--- config.mk ---
export PLATFORM = sky130hd
export DESIGN_NAME = qau_root_stage
export DESIGN_NICKNAME = d
export VERILOG_FILES = /design/src/hw/rtl/assert_macros.svh /design/src/hw/rtl/qau_pkg.sv /design/src/hw/rtl/qau_root_stage.sv
export SDC_FILE = /design/constraint.sdc
export NUM_CORES = 2
export LEC_CHECK = 0
export BUFFER_PORTS_ARGS = -buffer_cell sky130_fd_sc_hd__buf_2
export CAP_MARGIN = 0
export CORE_AREA = 2 2 730 732
export CTS_CLUSTER_SIZE = 10
export DETAILED_ROUTE_END_ITERATION = 7
export DIE_AREA = 0 0 732 734
export GPL_TIMING_DRIVEN = 0
export PLACE_DENSITY = 0.4
export SETUP_SLACK_MARGIN = 0.15
export SYNTH_ARGS = -nofsm -noshare
export SYNTH_HDL_FRONTEND = slang
export SYNTH_SLANG_ARGS = --single-unit
--- constraint.sdc ---
create_clock -name clock -period 15 [get_ports clock]
set_clock_uncertainty 0.15 [all_clocks]
set_input_delay 3 -clock clock [delete_from_list [all_inputs] [get_ports clock]]
set_output_delay 3 -clock clock [all_outputs]
set_load 0.01 [all_outputs]
--- src/hw/rtl/assert_macros.svh ---
// assertion helpers used by quaternion_arith_unit
`ifndef ASSERT_MACROS_SVH
`define ASSERT_MACROS_SVH

// same-cycle implication
`define QAU_CHECK_IMPL(label, clk, rst, ante, cons) \
   label: assert property (@(posedge clk) disable iff (rst) (ante) |-> (cons)) \
      else $error("qau check failed");

// next-cycle implication
`define QAU_CHECK_NEXT(label, clk, rst, ante, cons) \
   label: assert property (@(posedge clk) disable iff (rst) (ante) |=> (cons)) \
      else $error("qau check failed");

`endif

--- src/hw/rtl/qau_pkg.sv ---
package qau_pkg;

   // components per quaternion (w, x, y, z)
   localparam int NUM_COMP = 4;

   // operation codes
   typedef enum logic [1:0] {
      CMD_MUL  = 2'd0,
      CMD_NORM = 2'd1,
      CMD_CONJ = 2'd2,
      CMD_NONE = 2'd3
   } cmd_type;

   // hamilton product sign table, bit i*4+j set when term j of component i is
   // subtracted; term j of component i is a[i^j] * b[j]
   localparam logic [NUM_COMP*NUM_COMP-1:0] HAM_NEG = 16'h284E;

endpackage

--- src/hw/rtl/qau_root_stage.sv ---
module qau_root_stage #(
   parameter int PW  = 68,
   parameter int RW  = 15,
   parameter int BIT = 0
) (
   input  logic                                   clock,
   input  logic                                   en,
   input  logic [PW-1:0]                          ss_in,
   input  logic [qau_pkg::NUM_COMP-1:0][PW-1:0]   rhs_in,
   input  logic [qau_pkg::NUM_COMP-1:0][PW-1:0]   p_in,
   input  logic [qau_pkg::NUM_COMP-1:0][PW-1:0]   q_in,
   input  logic [qau_pkg::NUM_COMP-1:0][RW-1:0]   r_in,
   output logic [PW-1:0]                          ss_out,
   output logic [qau_pkg::NUM_COMP-1:0][PW-1:0]   rhs_out,
   output logic [qau_pkg::NUM_COMP-1:0][PW-1:0]   p_out,
   output logic [qau_pkg::NUM_COMP-1:0][PW-1:0]   q_out,
   output logic [qau_pkg::NUM_COMP-1:0][RW-1:0]   r_out
);
   import qau_pkg::*;

   logic [PW-1:0]                ss_ff;
   logic [NUM_COMP-1:0][PW-1:0]  rhs_ff, p_ff, q_ff, p_in_next, q_in_next;
   logic [NUM_COMP-1:0][RW-1:0]  r_ff, r_in_next;

   // one result bit per component: p tracks r*r*ss, q tracks r*ss
   always_comb begin
      logic [PW-1:0] cand;
      for (int c = 0; c < NUM_COMP; c++) begin
         cand = p_in[c] + (q_in[c] << (BIT + 1)) + (ss_in << (2 * BIT));
         if (cand <= rhs_in[c]) begin
            p_in_next[c] = cand;
            q_in_next[c] = q_in[c] + (ss_in << BIT);
            r_in_next[c] = r_in[c] | (RW'(1) << BIT);
         end else begin
            p_in_next[c] = p_in[c];
            q_in_next[c] = q_in[c];
            r_in_next[c] = r_in[c];
         end
      end
   end

   // stage register
   always_ff @(posedge clock) begin
      if (en) begin
         ss_ff  <= ss_in;
         rhs_ff <= rhs_in;
         p_ff   <= p_in_next;
         q_ff   <= q_in_next;
         r_ff   <= r_in_next;
      end
   end

   assign ss_out  = ss_ff;
   assign rhs_out = rhs_ff;
   assign p_out   = p_ff;
   assign q_out   = q_ff;
   assign r_out   = r_ff;

endmodule

==> flow_summary.ini <==
[cts]
cts_hold_buf = 0
numCtsBuffers = 148
post_cts_buffers = 0
clkTransAtPathRegs_ns = 0.06
cts_tree = yes
cts_root_buf = clkbuf_16
cts_num_sinks = 944
cts_resized = 0
cts_buffer_depth = 4
h-tree-depth = 4

[synthesis]
syn_inst = 7658
yosys.area.top_type = edfxtp_1
synth_most_common_cell = edfxtp_1
syn_area_um2 = 77600
synthArstFlopShare = 0
yosys-top-cells-area = edfxtp_1 (37%), ha_1 (13%), fa_1 (7.0%)
synthFlopType = edfxtp_1
yosysUniqueCellTypes = 92
synth_nets = 9684
synthTopCellsByCount = edfxtp_1 (944), ha_1 (808), a21oi_1 (806)
synth-seq-area-share = 0.365
avgSynthCellArea_um2 = 10.1
yosysWarnings = 0
synth.top_cell.area_share = 0.365
synth_edf_count = 944
ys_seq_elements = 944

[cells_and_area]
drive_above_1_share = 0.258
fill_cells = 59400
final_area_um2 = 101000
final_nets = 11800
fin_util = 0.191
areaGrowthSynthToFinish_pct = 30.5

[critical_path]
crit_arrival_ns = 14.73
critical_path_class = input port to flop
cp_top_family = compound AO/OA/AOI/OAI gates
critPathLaunchType = input port
slowest_stage = o2111ai_2
crit_fanout = 11
crit_chain = buf_2, fa_1, ha_1, a211oi_1, o211ai_1, a21oi_1, a311o_1, nand3_1, a221oi_1, a41oi_1, a31oi_1, a31oi_1, xor2_1, ha_1, nand4_1, nor2_1, nand3_1, or3_1, o2111ai_2, o31a_1, clkbuf_1, clkbuf_2, clkbuf_2, o21ai_0
cp_slowest_stage_delay_ns = 0.93
critPathCaptureType = flop
path_buf_inv = 4
cp_data_required_time_ns = 15.32

[sta]
fin_ws_ns = 0.590
period_share = 0.961
max_freq_mhz = 69.4
rsz0062_at_grt = false
tightest_slew_ns = 1.63
slew_headroom = -0.0884
fin_crit_ns = 14.41
finalHoldViolations = 0
finalMaxSlewViolations = 26
setup_violations = 0

[placed_design]
place.gp.congestion = 0.930
dpl_cell_area_um2 = 96500
hpwl_um = 481000
place_ws_ns = -0.386
port_buffers = 1889

[routing]
route.vias.total = 73600
first_iter_violations = 7476
firstDrtPassIters = 6
vias_per_cell = 4.35
final_antenna_net_count = 0
routed_wl_um = 561000
post_drt_wl_per_cell_um = 33.1
post-route-drc-count = 0

[pwr]
p_leak_nw = 42.3
p_total_mw = 15.8
cellPowerDensity_nw_per_um2 = 156
max-vdd-ir-drop_uv = 85.8

[floorplan]
die_h_um = 734
dieWidth_um = 732
initial_utilization = 0.146
die_area_um2 = 537000
core_area_um2 = 530000
num_rows = 268
io_pins = 1890

[global_routing]
grt_usage = 0.199
grt_max_degree = 153
grt_overflow = 0
antenna_found_initial = 245
grt_first_pass_wirelength_um = 709000
first_global_vias = 69600

[worst_hold_path]
hp-class = input port to flop

[status]
status = finished, violations left
violations = capacitance limit, slew limit

[job]
maxCapViolCount = 7
## logic make-up after synthesis
| kind of cell | share of synthesized area |
|---|---|
| compound gates | 0.190 |
| xor+xnor | 0.0584 |
| fa+ha+maj | 0.201 |
| buf+inv | 0.0356 |
| flops | 0.365 |
| mux | 0.0452 |
| simple gates | 0.105 |
## cell usage in the layout, fill, tap and decap left out, types with 24 or more instances in the layout
cell,instances
o21a_1,61
or2_2,26
o21bai_1,125
a21o_1,384
diode_2,75
nor4_1,26
nand4_1,215
mux2_2,304
ha_1,808
nor3_1,89
nand2b_1,57
nor2b_1,69
o31ai_1,39
inv_1,448
fa_1,272
buf_2,1892
nor2_1,426
a21oi_1,806
nand2_1,562
a21boi_0,24
a31oi_1,81
clkbuf_1,276
o21ai_0,490
a211oi_1,61
clkbuf_16,150
edfxtp_1,944
o211ai_1,36
xor2_1,202
nand3_1,106
and2_1,28
and3_1,46
xnor2_1,315
## state kept, by name (all words and copies together), names as in the netlist
signal	flops
ss_out	68
r_out	60
q_out	272
rhs_out	272
p_out	272
## final timing paths
check	endpoint	cells past startpoint	slack [ns]	start
setup / recovery	q_out[197]	24	0.59	ss_in[1]
hold / removal	r_out[4]	1	2.15	r_in[4]
## routing by layer
metal / up-vias / routed length [um] / GRT usage
met5: - / 437 / 0
met4: 66 / 19600 / 0.0609
met3: 613 / 64000 / 0.0865
met2: 3566 / 230000 / 0.291
met1: 36500 / 247000 / 0.263
li1: 32800 / - / -
## per-stage QoR
| step | cells | hold WS [ns] | TNS, ns |
|---|---|---|---|
| floorplan | 7658 | 2.95 | 0 |
| global placement | 16600 | 3.03 | -8453.69 |
| detailed placement | 16600 | 3.03 | -3.06 |
| CTS | 16800 | 2.03 | 0 |
| global route | 16900 | 2.07 | 0 |
| finish | 16900 | 2.15 | 0 |
## power breakdown
group | internal (mW) | total (mW) | switching (mW)
registers | 3.83 | 4.02 | 0.186
clock network | 2.01 | 3.53 | 1.51
logic | 2.68 | 8.30 | 5.62
## cell type report
cell class              instances  area [um^2]  share of cell area
repair buffers               1918         9990              0.0987
flip-flops and latches        944        28300               0.280
diodes                         75          188             0.00185
plain buffers                 287         1110              0.0109
clock inverters                75          718             0.00709
well taps                    7020         8780              0.0868
inverters                     448         1680              0.0166
multi-input cells            5979        46600               0.460
clock buffers                 174         3840              0.0380
(Power assumes the default switching activity.)
